`src/rtl/sisi_pkg.sv`:
```
`default_nettype none
// ----------------------------------------------------------------------------
// Stable integer sort package
// Shared types, constants and the sort key mapping for the sorter and its cells.
// ----------------------------------------------------------------------------
package sisi_pkg;

	localparam int VALUE_W   = 32;
	localparam int OUT_POS_W = 7;
	localparam int CFG_IDX_W = 2;
	localparam int CFG_DATA_W = 1;

	// Configuration register indexes.
	localparam logic [CFG_IDX_W-1:0] REG_DESCENDING  = 2'd0;
	localparam logic [CFG_IDX_W-1:0] REG_IS_UNSIGNED = 2'd1;
	localparam logic [CFG_IDX_W-1:0] REG_WITH_INDEX  = 2'd2;

	typedef enum logic [1:0] {
		OP_HOLD  = 2'd0,
		OP_LOAD  = 2'd1,
		OP_SORT  = 2'd2,
		OP_DRAIN = 2'd3
	} cell_op_t;

	typedef struct packed {
		cell_op_t op;
		logic     odd_phase;
		logic     descending;
		logic     is_unsigned;
	} cell_ctl_t;

	typedef enum logic [2:0] {
		ST_LOAD  = 3'b001,
		ST_SORT  = 3'b010,
		ST_DRAIN = 3'b100
	} state_t;

	// Maps a raw element onto a key whose unsigned ascending order is the wanted order.
	function automatic logic [VALUE_W-1:0] sort_key(input logic [VALUE_W-1:0] v,
			input logic descending, input logic is_unsigned);
		logic [VALUE_W-1:0] k;
		k = is_unsigned ? v : {~v[VALUE_W-1], v[VALUE_W-2:0]};
		return descending ? ~k : k;
	endfunction

endpackage
`default_nettype wire

```
`src/rtl/sisi_cell.sv`:
```
`default_nettype none
// ----------------------------------------------------------------------------
// Sort cell
// One slot of the chain: shifts in, shifts out, or compare-exchanges with a neighbour.
// ----------------------------------------------------------------------------
module sisi_cell #(
	parameter int IDX = 0,
	parameter int PW  = 7
) (
	input  wire logic                         clk,
	input  wire logic                         arst_n,
	input  wire sisi_pkg::cell_ctl_t          ctl,
	input  wire logic [sisi_pkg::VALUE_W-1:0] left_value,
	input  wire logic [PW-1:0]                left_pos,
	input  wire logic                         left_valid,
	input  wire logic [sisi_pkg::VALUE_W-1:0] right_value,
	input  wire logic [PW-1:0]                right_pos,
	input  wire logic                         right_valid,
	output logic [sisi_pkg::VALUE_W-1:0]      value,
	output logic [PW-1:0]                     pos,
	output logic                              valid
);

	localparam bit EVEN_IDX = (IDX % 2) == 0;
	localparam bit HAS_LEFT = IDX > 0;

	logic [sisi_pkg::VALUE_W-1:0] value_q;
	logic [PW-1:0]                pos_q;
	logic                         valid_q;
	logic                         is_lower;
	logic                         swap_right;
	logic                         swap_left;
	logic                         take_left;
	logic                         take_right;

	// Strict order: key first, then arrival position, which makes the sort stable.
	function automatic logic goes_before(input logic [sisi_pkg::VALUE_W-1:0] va,
			input logic [PW-1:0] pa, input logic [sisi_pkg::VALUE_W-1:0] vb,
			input logic [PW-1:0] pb);
		logic [sisi_pkg::VALUE_W-1:0] ka;
		logic [sisi_pkg::VALUE_W-1:0] kb;
		ka = sisi_pkg::sort_key(va, ctl.descending, ctl.is_unsigned);
		kb = sisi_pkg::sort_key(vb, ctl.descending, ctl.is_unsigned);
		if (ka != kb) begin
			return ka < kb;
		end
		return pa < pb;
	endfunction

	assign is_lower   = EVEN_IDX ? !ctl.odd_phase : ctl.odd_phase;
	assign swap_right = valid_q && right_valid && goes_before(right_value, right_pos, value_q, pos_q);
	assign swap_left  = HAS_LEFT && valid_q && left_valid
		&& goes_before(value_q, pos_q, left_value, left_pos);

	always_comb begin
		take_left  = 1'b0;
		take_right = 1'b0;
		case (ctl.op)
			sisi_pkg::OP_LOAD: begin
				take_left = 1'b1;
			end
			sisi_pkg::OP_DRAIN: begin
				take_right = 1'b1;
			end
			sisi_pkg::OP_SORT: begin
				take_right = is_lower && swap_right;
				take_left  = !is_lower && swap_left;
			end
			default: begin
				take_left  = 1'b0;
				take_right = 1'b0;
			end
		endcase
	end

	always_ff @(posedge clk or negedge arst_n) begin
		if (!arst_n) begin
			valid_q <= 1'b0;
		end else if (take_left) begin
			valid_q <= left_valid;
		end else if (take_right) begin
			valid_q <= right_valid;
		end
	end

	always_ff @(posedge clk) begin
		if (take_left) begin
			value_q <= left_value;
			pos_q   <= left_pos;
		end else if (take_right) begin
			value_q <= right_value;
			pos_q   <= right_pos;
		end
	end

	assign value = value_q;
	assign pos   = pos_q;
	assign valid = valid_q;

endmodule
`default_nettype wire

```
`config.mk`:
```
export PLATFORM = sky130hd
export DESIGN_NAME = sisi_cell
export DESIGN_NICKNAME = d
export VERILOG_FILES = /design/src/rtl/sisi_pkg.sv /design/src/rtl/sisi_cell.sv
export SDC_FILE = /design/constraint.sdc
export NUM_CORES = 1
export LEC_CHECK = 0
export BUFFER_PORTS_ARGS = -buffer_cell sky130_fd_sc_hd__buf_4
export CORE_AREA = 3 3 107 109
export DETAILED_ROUTE_END_ITERATION = 6
export DIE_AREA = 0 0 110 112
export PLACE_DENSITY = 0.5
export SLEW_MARGIN = 20
export SYNTH_ARGS = -nofsm -noshare
export SYNTH_HDL_FRONTEND = slang
export SYNTH_SLANG_ARGS = --single-unit
```
`constraint.sdc`:
```
create_clock -name clk -period 9.8 [get_ports clk]
set_input_delay 0.98 -clock clk [delete_from_list [all_inputs] [get_ports clk]]
set_output_delay 0.98 -clock clk [all_outputs]
set_load 0.005 [all_outputs]
```
==> impl_metrics.tcl <==
set metrics [dict create \
    status "finished clean" \
    slowest_delay_ns 0.70 \
    fp.dieArea_um2 12320 \
    num-fill-cells 1067 \
    pre_cts_ws_ns 5.143 \
    p_sw_share_pct 28.92 \
    first_pass_iters 4 \
    wire_per_inst_um 14.58 \
    seqPwrFrac_pct 43.6 \
    gr-total-overflow 0 \
    fin_crit_ns 4.304 \
    cts_buffer_depth 2 \
    worst_hold_path_type "input port to async pin" \
    drive_gt1_share_pct 45.08 \
    coreArea_um2 10700 \
    die_w_um 110 \
    dpl.hpwl_mm 6.223 \
    via_per_inst 4.534 \
    setup_viol 0 \
    hold_viol_final 0 \
    path_clk_slew_ns 0.08 \
    p_int_mw 0.3505 \
    dr.first_iter.drc_count 57 \
    start_util_pct 29.36 \
    path_class "input port to flip-flop" \
    fin_setup_tns_ns 0 \
    io_buffers 126 \
    cp_num_buf_inv 2 \
    fin_nets 509 \
    slew_violations 0 \
    synthesis.area_um2 3141 \
    yosysWarnings 0 \
    cts.sinks 40 \
    vias 2385 \
    cts_resized 0 \
    crit_fanout 63 \
    cts_buffers 5 \
    setup.worst_path.start_class "input port" \
    power.switching_mw 0.1426 \
    max_slew_margin_pct 38.46 \
    row_count 38 \
    worstPathRequired_ns 9.77 \
    synthesis.nets 385 \
    synth_cell_types 36 \
    max_freq_ghz 0.2323 \
    worst_pin_slew_ns 0.9232 \
    synth_seq_area_share_pct 38.09 \
    peakVddDrop_uv 45.73 \
    grt_usage_pct 12.52 \
    synth_area_leaders "edfxtp_1, ha_1, mux2_2, xor2_1, xnor2_1" \
    grt_setup_unrepaired "no" \
    arrival_ns 4.28 \
    maxCapViolCount 0 \
    finClkSkew_ns 0.008736 \
    ant_nets 0 \
    grt_max_degree 64 \
    pin_count 127 \
    cts_tree "done" \
    end_kind "flip-flop" \
    antenna_cells 0 \
    avgSynthCellArea_um2 12.03 \
    cts_max_level 2 \
    root_buffer "clkbuf_8" \
    yosys.area.top_type "edfxtp_1" \
    wirelength_mm 7.667 \
    synth_top_area_share_pct 37.29 \
    die_y_um 112 \
    placed_area_um2 4268 \
    crit_family "compound AO/OA/AOI/OAI gates" \
    gp_congestion 0.7685 \
    final_common_cell "buf_4" \
    cpMostUsedCell "buf_4" \
    crit_chain "buf_4 -> xor2_1 -> ha_1 -> and4_1 -> nand3_1 -> o221ai_1 -> a311o_1 -> o211ai_4 -> buf_4" \
    critPathSlowestCell "buf_4" \
    worstSkewPairLatency_ns 0.29 \
    worst_slack_ns 5.496 \
    leakage_nw 1.901 \
    drc 0 \
    synthCells 261 \
    pwr-share-comb_pct 34.7 \
    hold_buffers 0 \
    finalCritPeriodShare_pct 43.92 \
    final_area_um2 4348 \
    antenna_found_initial 0 \
    p_clk_share_pct 21.6 \
    syn2layout_area_growth_pct 38.45 \
    cts_setup_buffers 0 \
    power.density_nw_per_um2 113.4 \
    grt_first_pass_wirelength_mm 12.05 \
    yosys_register_bits 40 \
    grt_pass1_vias 2453 \
    mostFrequentLayoutCells "buf_4, mux2_2, edfxtp_1" \
]
-- state kept, by name, summed over array words and instances, names as in the netlist --
signal / count
pos: 7
valid: 1
value: 32
-- cell type report --
type	count	area, um2	share of cell area (%)
flip-flops and latches	40	1196	27.51
clock buffers	7	76.32	1.755
well taps	140	175.2	4.029
inverters	10	37.54	0.8633
clock inverters	1	3.754	0.08633
repair buffers	128	980.9	22.56
multi-input cells	200	1878	43.19
-- synth_stat cells --
cell and instances:
a2111o_1 1, a211o_1 1, a211oi_1 2, a21o_1 8
a21oi_1 10, a221oi_1 1, a311o_1 2, and3_1 2
and4_1 1, buf_1 7, buf_2 3, clkbuf_1 1
dfrtp_1 1, edfxtp_1 39, ha_1 37, inv_1 10
mux2_2 39, mux2i_1 1, nand2_1 4, nand2b_1 2
nand3_1 2, nand4_1 4, nand4b_1 1, nor2_1 4
nor2b_1 2, nor3b_1 1, nor4_1 2, o2111ai_1 1
o211ai_1 2, o211ai_2 1, o21a_1 1, o21ai_0 1
o221ai_1 2, o2bb2ai_1 1, xnor2_1 31, xor2_1 33
-- power by group through the flow --
stage	clock (mW)	sequential, mW	combinational, mW
after floorplan	0	0.219	0.0970
after global placement	0	0.220	0.170
after detailed placement	0	0.219	0.173
after CTS	0.113	0.216	0.175
after global routing	0.121	0.217	0.194
final	0.107	0.215	0.171
-- path summary, 6_finish.rpt --
kind / start / end / slack [ns] / cells after the start
max reg2reg: value[18] / value[27] / 6.56 / 8
min: arst_n / valid / 0.45 / 1
max: ctl[1] / value[27] / 5.50 / 9
min in group clk: valid / valid / 0.59 / 2
min reg2reg: valid / valid / 0.59 / 2
max in group asynchronous: arst_n / valid / 9.27 / 1
-- per-layer routing --
layer / routed length [um] / vias to the layer above / global-route usage, %
met3: 484 / 10 / 2.493
met4: 146 / 0 / 3.907
li1: - / 1209 / -
met1: 3370 / 1094 / 16.85
met2: 3665 / 72 / 20.11
met5: 0 / - / 0
-- cell families after synthesis --
kind of cell               synth area share [%]
adders and majority gates                 14.74
buffers and inverters                     2.630
DFF                                       38.09
muxes                                     14.30
AOI/OAI and AO/OA                         7.928
xor gates and xnor gates                  17.85
and+or+nand+nor                           4.462
-- through the flow --
stage,instances,util [%],power [mW],hold WS [ns]
2_1_floorplan,261,-,0.3158,0.5292
5_1_grt,526,40.64,0.5314,0.4257
3_3_place_gp,517,39.64,0.3898,0.5472
4_1_cts,526,40.64,0.5033,0.4343
3_5_place_dp,518,39.89,0.3922,0.5767
6_report,526,40.64,0.4931,0.4464
Note: power is estimated with default switching activity, not from simulation.
